## src/rtl/core/bpda_pkg.sv

```systemverilog
`timescale 1ns / 1ps

package bpda_pkg;

  // a 16-bit value has at most five decimal digits
  localparam int unsigned ValueDigits = 5;

  localparam logic [7:0] AsciiZero = 8'h30;
  localparam logic [7:0] AsciiNul  = 8'h00;

  typedef logic [3:0] digit_t;
  typedef digit_t [ValueDigits-1:0] digits_t;

  typedef struct packed {
    logic [15:0] value;
    logic [3:0]  min_digits;
  } in_t;

  typedef struct packed {
    logic [7:0] character;
    logic [3:0] text_length;
    logic       last;
  } out_t;

endpackage

```

## src/rtl/core/bpda_bcd_pipe.sv

```systemverilog
`timescale 1ns / 1ps

module bpda_bcd_pipe #(
  parameter int MAX_DIGITS = 8,
  localparam int LenW = $clog2(MAX_DIGITS + 1)
) (
  input  logic             clk_i,
  input  logic             rst_ni,
  input  logic             in_valid_i,
  output logic             in_ready_o,
  input  bpda_pkg::in_t    in_i,
  output logic             conv_valid_o,
  input  logic             conv_ready_i,
  output bpda_pkg::digits_t conv_digits_o,
  output logic [LenW-1:0]  conv_len_o
);

  import bpda_pkg::*;

  localparam int Stages = ValueDigits - 1;
  // x * 0xcccd >> 19 equals x / 10 for every 16-bit x
  localparam logic [16:0] RecipMul   = 17'h0cccd;
  localparam int          RecipShift = 19;

  typedef struct packed {
    logic [15:0] quo;
    digit_t      rem;
  } div_t;

  function automatic div_t div10(input logic [15:0] x);
    logic [32:0] prod;
    logic [15:0] q;
    logic [15:0] back;
    div_t        r;
    prod   = {17'd0, x} * {16'd0, RecipMul};
    q      = 16'(prod >> RecipShift);
    back   = 16'(q << 3) + 16'(q << 1);
    r.quo  = q;
    r.rem  = 4'(x - back);
    return r;
  endfunction

  logic [Stages-1:0]       vld_q;
  logic [15:0]             rem_q  [Stages];
  digits_t                 digs_q [Stages];
  logic [LenW-1:0]         len_q  [Stages];
  logic [Stages:0]         rdy;

  // length of the text, worked out on entry
  logic [2:0]      ndig;
  logic [LenW-1:0] min_clamp;
  logic [LenW-1:0] len_in;

  always_comb begin
    if (in_i.value >= 16'd10000) begin
      ndig = 3'd5;
    end else if (in_i.value >= 16'd1000) begin
      ndig = 3'd4;
    end else if (in_i.value >= 16'd100) begin
      ndig = 3'd3;
    end else if (in_i.value >= 16'd10) begin
      ndig = 3'd2;
    end else if (in_i.value != 16'd0) begin
      ndig = 3'd1;
    end else begin
      ndig = 3'd0;
    end
    if (32'(in_i.min_digits) > MAX_DIGITS) begin
      min_clamp = LenW'(MAX_DIGITS);
    end else begin
      min_clamp = LenW'(in_i.min_digits);
    end
    len_in = (LenW'(ndig) > min_clamp) ? LenW'(ndig) : min_clamp;
  end

  assign rdy[Stages] = conv_ready_i;

  for (genvar k = 0; k < Stages; k++) begin : g_stage
    logic [15:0]     src_rem;
    digits_t         src_digs;
    logic [LenW-1:0] src_len;
    logic            src_vld;
    div_t            dv;
    digits_t         digs_d;

    assign rdy[k] = !vld_q[k] || rdy[k+1];

    if (k == 0) begin : g_first
      assign src_rem  = in_i.value;
      assign src_digs = '0;
      assign src_len  = len_in;
      assign src_vld  = in_valid_i;
    end else begin : g_next
      assign src_rem  = rem_q[k-1];
      assign src_digs = digs_q[k-1];
      assign src_len  = len_q[k-1];
      assign src_vld  = vld_q[k-1];
    end

    always_comb begin
      dv        = div10(src_rem);
      digs_d    = src_digs;
      digs_d[k] = dv.rem;
      // the last quotient is the top digit
      if (k == Stages - 1) begin
        digs_d[ValueDigits-1] = dv.quo[3:0];
      end
    end

    always_ff @(posedge clk_i or negedge rst_ni) begin
      if (!rst_ni) begin
        vld_q[k] <= 1'b0;
      end else if (rdy[k]) begin
        vld_q[k] <= src_vld;
      end
    end

    always_ff @(posedge clk_i) begin
      if (rdy[k] && src_vld) begin
        rem_q[k]  <= dv.quo;
        digs_q[k] <= digs_d;
        len_q[k]  <= src_len;
      end
    end
  end

  assign in_ready_o    = rdy[0];
  assign conv_valid_o  = vld_q[Stages-1];
  assign conv_digits_o = digs_q[Stages-1];
  assign conv_len_o    = len_q[Stages-1];

endmodule

```

## src/rtl/core/binary_to_padded_decimal_ascii_unit.sv

```systemverilog
`timescale 1ns / 1ps

// Converts a 16-bit unsigned value to decimal ASCII, most significant digit first,
// padded with leading '0' up to min_digits (clamped to MAX_DIGITS), then a NUL marked
// last; every result carries the text length. An item is taken when start_i is high
// and busy_o is low. A four-stage divide-by-ten pipeline feeds a character emitter, whose
// registered output drives out_o. Results leave one per cycle on out_o, each valid only
// in the cycle strobe_o is high; the receiver cannot hold them off. The single character
// port sets the sustained rate: an item holds the port for its digits and then its NUL,
// and up to four further items queue in the pipeline while a text is being sent.
module binary_to_padded_decimal_ascii_unit #(
  parameter int MAX_DIGITS = 8
) (
  input  logic           clk_i,
  input  logic           rst_ni,
  input  logic           start_i,
  output logic           busy_o,
  input  bpda_pkg::in_t  in_i,
  output logic           strobe_o,
  output bpda_pkg::out_t out_o
);

  import bpda_pkg::*;

  localparam int LenW = $clog2(MAX_DIGITS + 1);

  logic            conv_valid;
  logic            conv_ready;
  digits_t         conv_digits;
  logic [LenW-1:0] conv_len;
  logic            in_ready;

  bpda_bcd_pipe #(
    .MAX_DIGITS(MAX_DIGITS)
  ) u_pipe (
    .clk_i        (clk_i),
    .rst_ni       (rst_ni),
    .in_valid_i   (start_i),
    .in_ready_o   (in_ready),
    .in_i         (in_i),
    .conv_valid_o (conv_valid),
    .conv_ready_i (conv_ready),
    .conv_digits_o(conv_digits),
    .conv_len_o   (conv_len)
  );

  assign busy_o = !in_ready;

  // emitter: counts down the characters still to send
  logic            act_q, act_d;
  logic [LenW-1:0] cnt_q, cnt_d;
  logic [LenW-1:0] len_q;
  digits_t         digs_q;
  logic            strobe_q;
  out_t            out_q, out_d;
  logic [LenW-1:0] idx;
  digit_t          sel_digit;

  assign conv_ready = !act_q || (cnt_q == '0);

  always_comb begin
    idx       = cnt_q - LenW'(1);
    // positions above the top digit are padding
    sel_digit = (idx < LenW'(ValueDigits)) ? digs_q[idx[2:0]] : '0;

    out_d.text_length = 4'(len_q);
    if (cnt_q == '0) begin
      out_d.character = AsciiNul;
      out_d.last      = 1'b1;
    end else begin
      out_d.character = AsciiZero + {4'd0, sel_digit};
      out_d.last      = 1'b0;
    end

    act_d = act_q;
    cnt_d = cnt_q;
    if (act_q && (cnt_q != '0)) begin
      cnt_d = cnt_q - LenW'(1);
    end else if (conv_valid) begin
      act_d = 1'b1;
      cnt_d = conv_len;
    end else begin
      act_d = 1'b0;
    end
  end

  always_ff @(posedge clk_i or negedge rst_ni) begin
    if (!rst_ni) begin
      act_q    <= 1'b0;
      cnt_q    <= '0;
      strobe_q <= 1'b0;
    end else begin
      act_q    <= act_d;
      cnt_q    <= cnt_d;
      strobe_q <= act_q;
    end
  end

  always_ff @(posedge clk_i) begin
    if (conv_ready && conv_valid) begin
      digs_q <= conv_digits;
      len_q  <= conv_len;
    end
    if (act_q) begin
      out_q <= out_d;
    end
  end

  assign strobe_o = strobe_q;
  assign out_o    = out_q;

  // a text is sent without gaps up to its terminator
  assert property (@(posedge clk_i) disable iff (!rst_ni)
    (strobe_o && !out_o.last) |=> strobe_o)
    else $error("gap inside a text");

  assert property (@(posedge clk_i) disable iff (!rst_ni)
    (strobe_o && !out_o.last) |=> (out_o.text_length == $past(out_o.text_length)))
    else $error("text length changed within a text");

  assert property (@(posedge clk_i) disable iff (!rst_ni)
    (strobe_o && !out_o.last) |->
      (out_o.character >= AsciiZero && out_o.character <= (AsciiZero + 8'd9)))
    else $error("non-digit character before terminator");

  assert property (@(posedge clk_i) disable iff (!rst_ni)
    (strobe_o && out_o.last) |-> (out_o.character == AsciiNul))
    else $error("terminator is not nul");

endmodule
```

## config.mk

```make
export PLATFORM = sky130hd
export DESIGN_NAME = binary_to_padded_decimal_ascii_unit
export DESIGN_NICKNAME = d
export VERILOG_FILES = /design/src/rtl/core/bpda_pkg.sv /design/src/rtl/core/bpda_bcd_pipe.sv /design/src/rtl/core/binary_to_padded_decimal_ascii_unit.sv
export SDC_FILE = /design/constraint.sdc
export NUM_CORES = 1
export LEC_CHECK = 0
export BUFFER_PORTS_ARGS = -buffer_cell sky130_fd_sc_hd__buf_2
export CAP_MARGIN = 25
export CELL_PAD_IN_SITES_DETAIL_PLACEMENT = 1
export CELL_PAD_IN_SITES_GLOBAL_PLACEMENT = 2
export CORE_MARGIN = 5
export CORE_UTILIZATION = 35
export CTS_CLUSTER_DIAMETER = 80
export CTS_CLUSTER_SIZE = 12
export DETAILED_ROUTE_END_ITERATION = 6
export PLACE_DENSITY_LB_ADDON = 0.08
export SYNTH_ARGS = -nofsm -noshare
export SYNTH_HDL_FRONTEND = slang
export SYNTH_SLANG_ARGS = --single-unit
```

## constraint.sdc

```tcl
create_clock -name clk_i -period 5.8 [get_ports clk_i]
set_input_delay 0.29 -clock clk_i [delete_from_list [all_inputs] [get_ports clk_i]]
set_output_delay 0.29 -clock clk_i [all_outputs]
set_load 0.005 [all_outputs]
```

# Word-level counts from Yosys, hierarchy flattened
# Memory sizes are Yosys's and may differ from the RTL's. A register that Yosys moved wholly into a read port is not among the register bits.
# Index checks and enable logic that the tools add are counted.
[classes]
n_lt_le_gt_ge = 8
add_sub_neg = 10
multipliers = 4
reduce_logical = 21
mux = 22
[ops]
columns = ["cell", "n"]
rows = [
  ["multiplier 16 x 16 -> 32 bit, second input constant", 4],
  ["two-way mux 4 bit", 6],
  ["adder 4 bit", 4],
  [">= comparator 16 x 10 -> 1 bit, second input constant", 1],
  [">= comparator 16 x 14 -> 1 bit, second input constant", 1],
  [">= comparator 16 x 4 -> 1 bit, second input constant", 1],
  [">= comparator 16 x 7 -> 1 bit, second input constant", 1],
  ["nonzero test 16 bit", 1],
  ["subtractor 4 bit", 4],
  ["binary-select mux 4 bit (select 3 bit)", 1],
  ["two-way mux 1 bit", 11],
  ["adder 6 x 4 -> 7 bit, first input constant", 1],
  ["logical AND 1 bit", 6],
  ["logical NOT 1 bit", 6],
  ["two-way mux 3 bit", 2],
  ["logical OR 1 bit", 5],
  ["greater-than comparator 3 x 4 -> 1 bit", 1],
  ["greater-than comparator 4 bit, second input constant", 1],
  ["logical NOT 4 bit", 1],
  ["< comparator 3 x 4 -> 1 bit, second input constant", 1],
  ["< comparator 4 x 3 -> 1 bit, second input constant", 1],
  ["two-way mux 2 bit", 2],
  ["nonzero test 4 bit", 1],
  ["subtractor 4 x 1 -> 4 bit, second input constant", 1],
  ["nonzero test 2 bit", 1],
]
[totals]
mem_count = 3
mem_bits_rw = 148
ff_bits = 27
[memory_table]
columns = ["name", "depth", "word_bits", "read_ports", "rd_ports_with_merged_regs", "wr", "line_no", "rtl"]
rows = [
  ["u_pipe.digs_q", 4, 20, 4, 1, 4, "bpda_bcd_pipe.sv:45", "digits_t digs_q [Stages];"],
  ["u_pipe.rem_q", 4, 13, 3, 0, 4, "bpda_bcd_pipe.sv:44", "logic [15:0] rem_q [Stages];"],
  ["u_pipe.len_q", 4, 4, 4, 0, 4, "bpda_bcd_pipe.sv:46", "logic [LenW-1:0] len_q [Stages];"],
]

# Longest topological paths before layout
[depth]
ltp_word = 9
depth_mapped = 28
ltp_nobuf = 28

# Modules after synthesis
# Synthesis repeated with hierarchy kept, for this count alone.
[unflattened]
cells_unflattened = 1888
hier_area_um2 = 20627.3
[by_module_without_submodules]
columns = ["mod", "n_inst", "seq_area_each_um2", "area_per_inst_um2", "cells_per_inst"]
rows = [
  ["bpda_bcd_pipe", 1, 3072.9, 18989.5, 1780],
  ["binary_to_padded_decimal_ascii_unit", 1, 1171.1, 1637.8, 108],
]

# Least setup slack after synthesis
# Ideal clock, no wire load.
[synth_timing]
kind = "flip-flop to flip-flop"
start = "memory u_pipe.rem_q[1][1] (netlist name)"
end = "memory u_pipe.digs_q[2][11] (netlist name), data pin"
t_arrival_ns = 5.978
setup_slack_ns = -0.446
synth_period_minus_slack_ns = 6.246
stages_incl_launch_ff = 23
setup_time_ns = 0.268
path_buffers = 0
cell_sequence = "edfxtp_1 ha_1 inv_1 fa_1 inv_1 fa_1 fa_1 fa_1 inv_1 fa_1 inv_1 ha_1 a2111oi_2 nand3_1 a221oi_1 a21oi_1 a21oi_1 xnor2_1 ha_1 xnor2_1 a21oi_1 a211oi_1 xor2_1"
[synth_rtl]
columns = ["item", "line_no"]
rows = [
  ["start: declaration", "bpda_bcd_pipe.sv:44"],
  ["end: declaration", "bpda_bcd_pipe.sv:45"],
]

==> out/results.ini <==
[logic_synthesis]
synth_common_cells = inv_1 (594), ha_1 (511), fa_1 (256)
ys_warn_count = 0
synthFlopType = edfxtp_1
yosysTopAreaCell = ha_1
yosysSeqAreaShare = 0.201
avgSynthCellArea_um2 = 10.7
synth-seq-cells = 143
synthArstFlopShare = 0.0699
synthDistinctLibCells = 65
synthesis.area_mm2 = 0.0211
yosys.area.top_type_share = 0.303
synth_edf_count = 133
syn_inst = 1978
synth_most_common_cell = inv_1
synth_area_leaders = ha_1 (30%), fa_1 (24%), edfxtp_1 (19%), inv_1 (11%), xnor2_1 (1.7%)

[run_status]
status = finished, violations left
violations = negative setup slack

[final_layout]
fin_nets = 3082
fin_util = 0.426
drive_gt1_frac = 0.192
insertedDiodeCount = 0
final_area_mm2 = 0.0256
syn2layout_area_growth_pct = 21.1

[place]
place_area_mm2 = 0.0242
dpl.hpwl_mm = 51.0
port_buffers = 35
routabilityCongestion = 0.882

[floorplanning]
die_area_mm2 = 0.0654
num_rows = 90
ios = 38
initial_core_util = 0.351
coreArea_mm2 = 0.0601
die_h_um = 256
die_x_um = 256

[timing]
finalCritPeriodShare = 1.06
maxSlewHeadroom = 0.361
rsz0062_at_grt = true
setup_viol_count_final = 2
clock_skew_ns = 0.0208
fin_crit_ns = 6.13
setup_ws_ns = -0.335
tightestPinTransition_ns = 0.958
hold_violations = 0
drv_slew = 0
fmax_ghz = 0.163

[setup_path]
cpMostUsedCell = fa_1
rrSetupSlack_ns = -0.33
end_kind = flop
slowest_stage = edfxtp_1
crit_path_start_kind = flop
path_class = flop to flop
critPathRequiredTime_ns = 6.02
worst-endpoint-arrival_ns = 6.35
path_max_fanout = 4
cpPeakStageDelay_ns = 0.53

[grt]
grt_max_degree = 30
grt_pass1_vias = 16400
grt_usage = 0.178
grt_pass1_wl_mm = 90.8
grt_overflow = 0
antenna_found_initial = 0

[clock_tree]
clockBufferDepth = 2
cts_root_buf = clkbuf_16
cts_tree = yes
clk_pin_slew_ns = 0.07
cts_sinks = 143
htree_levels = 4
numCtsBuffers = 17
clock_latency_ns = 0.47

[drt]
dr_total_vias = 14400
wire_per_inst_um = 18.4
viasPerCell = 4.67
drt_iter0_markers = 367
ant_nets = 0
drc = 0
firstDrtPassIters = 4
wl_mm = 56.7

[run]
maxCapViolCount = 0

[worst_hold_path]
worst_hold_path_type = input port to flop

## metrics by stage
step	setup TNS, ns	setup WS, ns	cells	hold slack (ns)
2_1_floorplan	-0.0831	-0.0530	1979	-0.00559
3_3_place_gp	-2.30	-0.447	3021	0.171
3_5_place_dp	-2.90	-0.534	3021	0.175
4_1_cts	-0.609	-0.355	3068	0.0713
5_1_grt	-1.13	-0.575	3087	0.103
6_report	-0.527	-0.335	3087	0.144
## what timing repair did
action	CTS	global route
endpoints found under the setup margin	18	23
pin swaps	38	54
setup buffers	14	19
gates resized for setup	33	59
hold buffers	1	0
hold endpoints to repair	10	0
## final cells by class
type                            count  area [µm²]
Clock inverter                     15         188
Clock buffer                       17         425
Multi-Input combinational cell   1232       15300
Tap cell                          782         978
Fill cell                        6690       34500
Sequential cell                   143        4240
Timing Repair Buffer              304        2240
Inverter                          594        2230
## worst max-delay path, delay by kind of cell (launching register included)
kind | cells | cell delay, ns
adders and majority gates | 8 | 3.07
AOI/OAI and AO/OA | 6 | 0.87
and+or+nand+nor | 5 | 0.76
DFF | 1 | 0.53
xor gates and xnor gates | 3 | 0.42
buffers and inverters | 5 | 0.23
## placed cells by master (no fill, tap or decap), types with 6 or more instances in the layout
cell type    n
o21a_1      13
inv_1      580
nand2b_1     7
nor2_1      35
ha_4        30
nand2_1     44
xnor2_1     35
clkbuf_16   17
o211ai_1     9
a31oi_1      7
dfrtp_1     10
and3_1       6
nand3_1     20
xor2_1      24
ha_1       477
and2_1      11
edfxtp_1   133
inv_2       13
a21o_1      25
a21oi_1     46
nand4_1     15
nor3_1      10
a21oi_2      8
buf_4      262
buf_2       35
o21ai_0     25
fa_1       254
clkinv_8     6
## per-layer routing
metal | routed length (µm) | up-vias | track usage
li1 | - | 7048 | -
met1 | 25900 | 7253 | 0.231
met2 | 29400 | 81 | 0.324
met3 | 845 | 28 | 0.0189
met4 | 547 | 0 | 0.0306
met5 | 0 | - | 0
## state kept, by name, summed over array words and instances (netlist names)
register	flops
act_q	1
cnt_q	4
digs_q	20
len_q	4
out_o	10
strobe_o	1
u_pipe.conv_valid_o	1
u_pipe.digs_q	44
u_pipe.g_stage.src_vld	3
u_pipe.len_q	16
u_pipe.rem_q	39
## final timing paths
path | startpoint | end | cells after the start
setup / recovery | u_pipe.rem_q[2][1] | u_pipe.digs_q[3][15] | 27
hold / removal | in_i[3] | u_pipe.len_q[0][3] | 1
setup reg to reg | u_pipe.rem_q[2][1] | u_pipe.digs_q[3][15] | 27
hold reg to reg | u_pipe.digs_q[2][11] | u_pipe.digs_q[3][11] | 0
max in group asynchronous | rst_ni | u_pipe.g_stage[2].src_vld | 2
min in group asynchronous | rst_ni | strobe_o | 2
## cell families (layout without fill, tap and decap cells)
kind of cell,after synthesis,after routing,share of synthesized area
compound gates,201,201,0.0657
xor+xnor,69,69,0.0292
fa+ha+maj,767,767,0.545
buf+inv,604,930,0.108
flops,143,143,0.201
mux,10,10,0.00716
other cells,1,2,0.000177
simple gates,183,183,0.0439
Power is not shown: default switching activity piles up to over one toggle a cycle in this logic, so the estimate is an artifact.
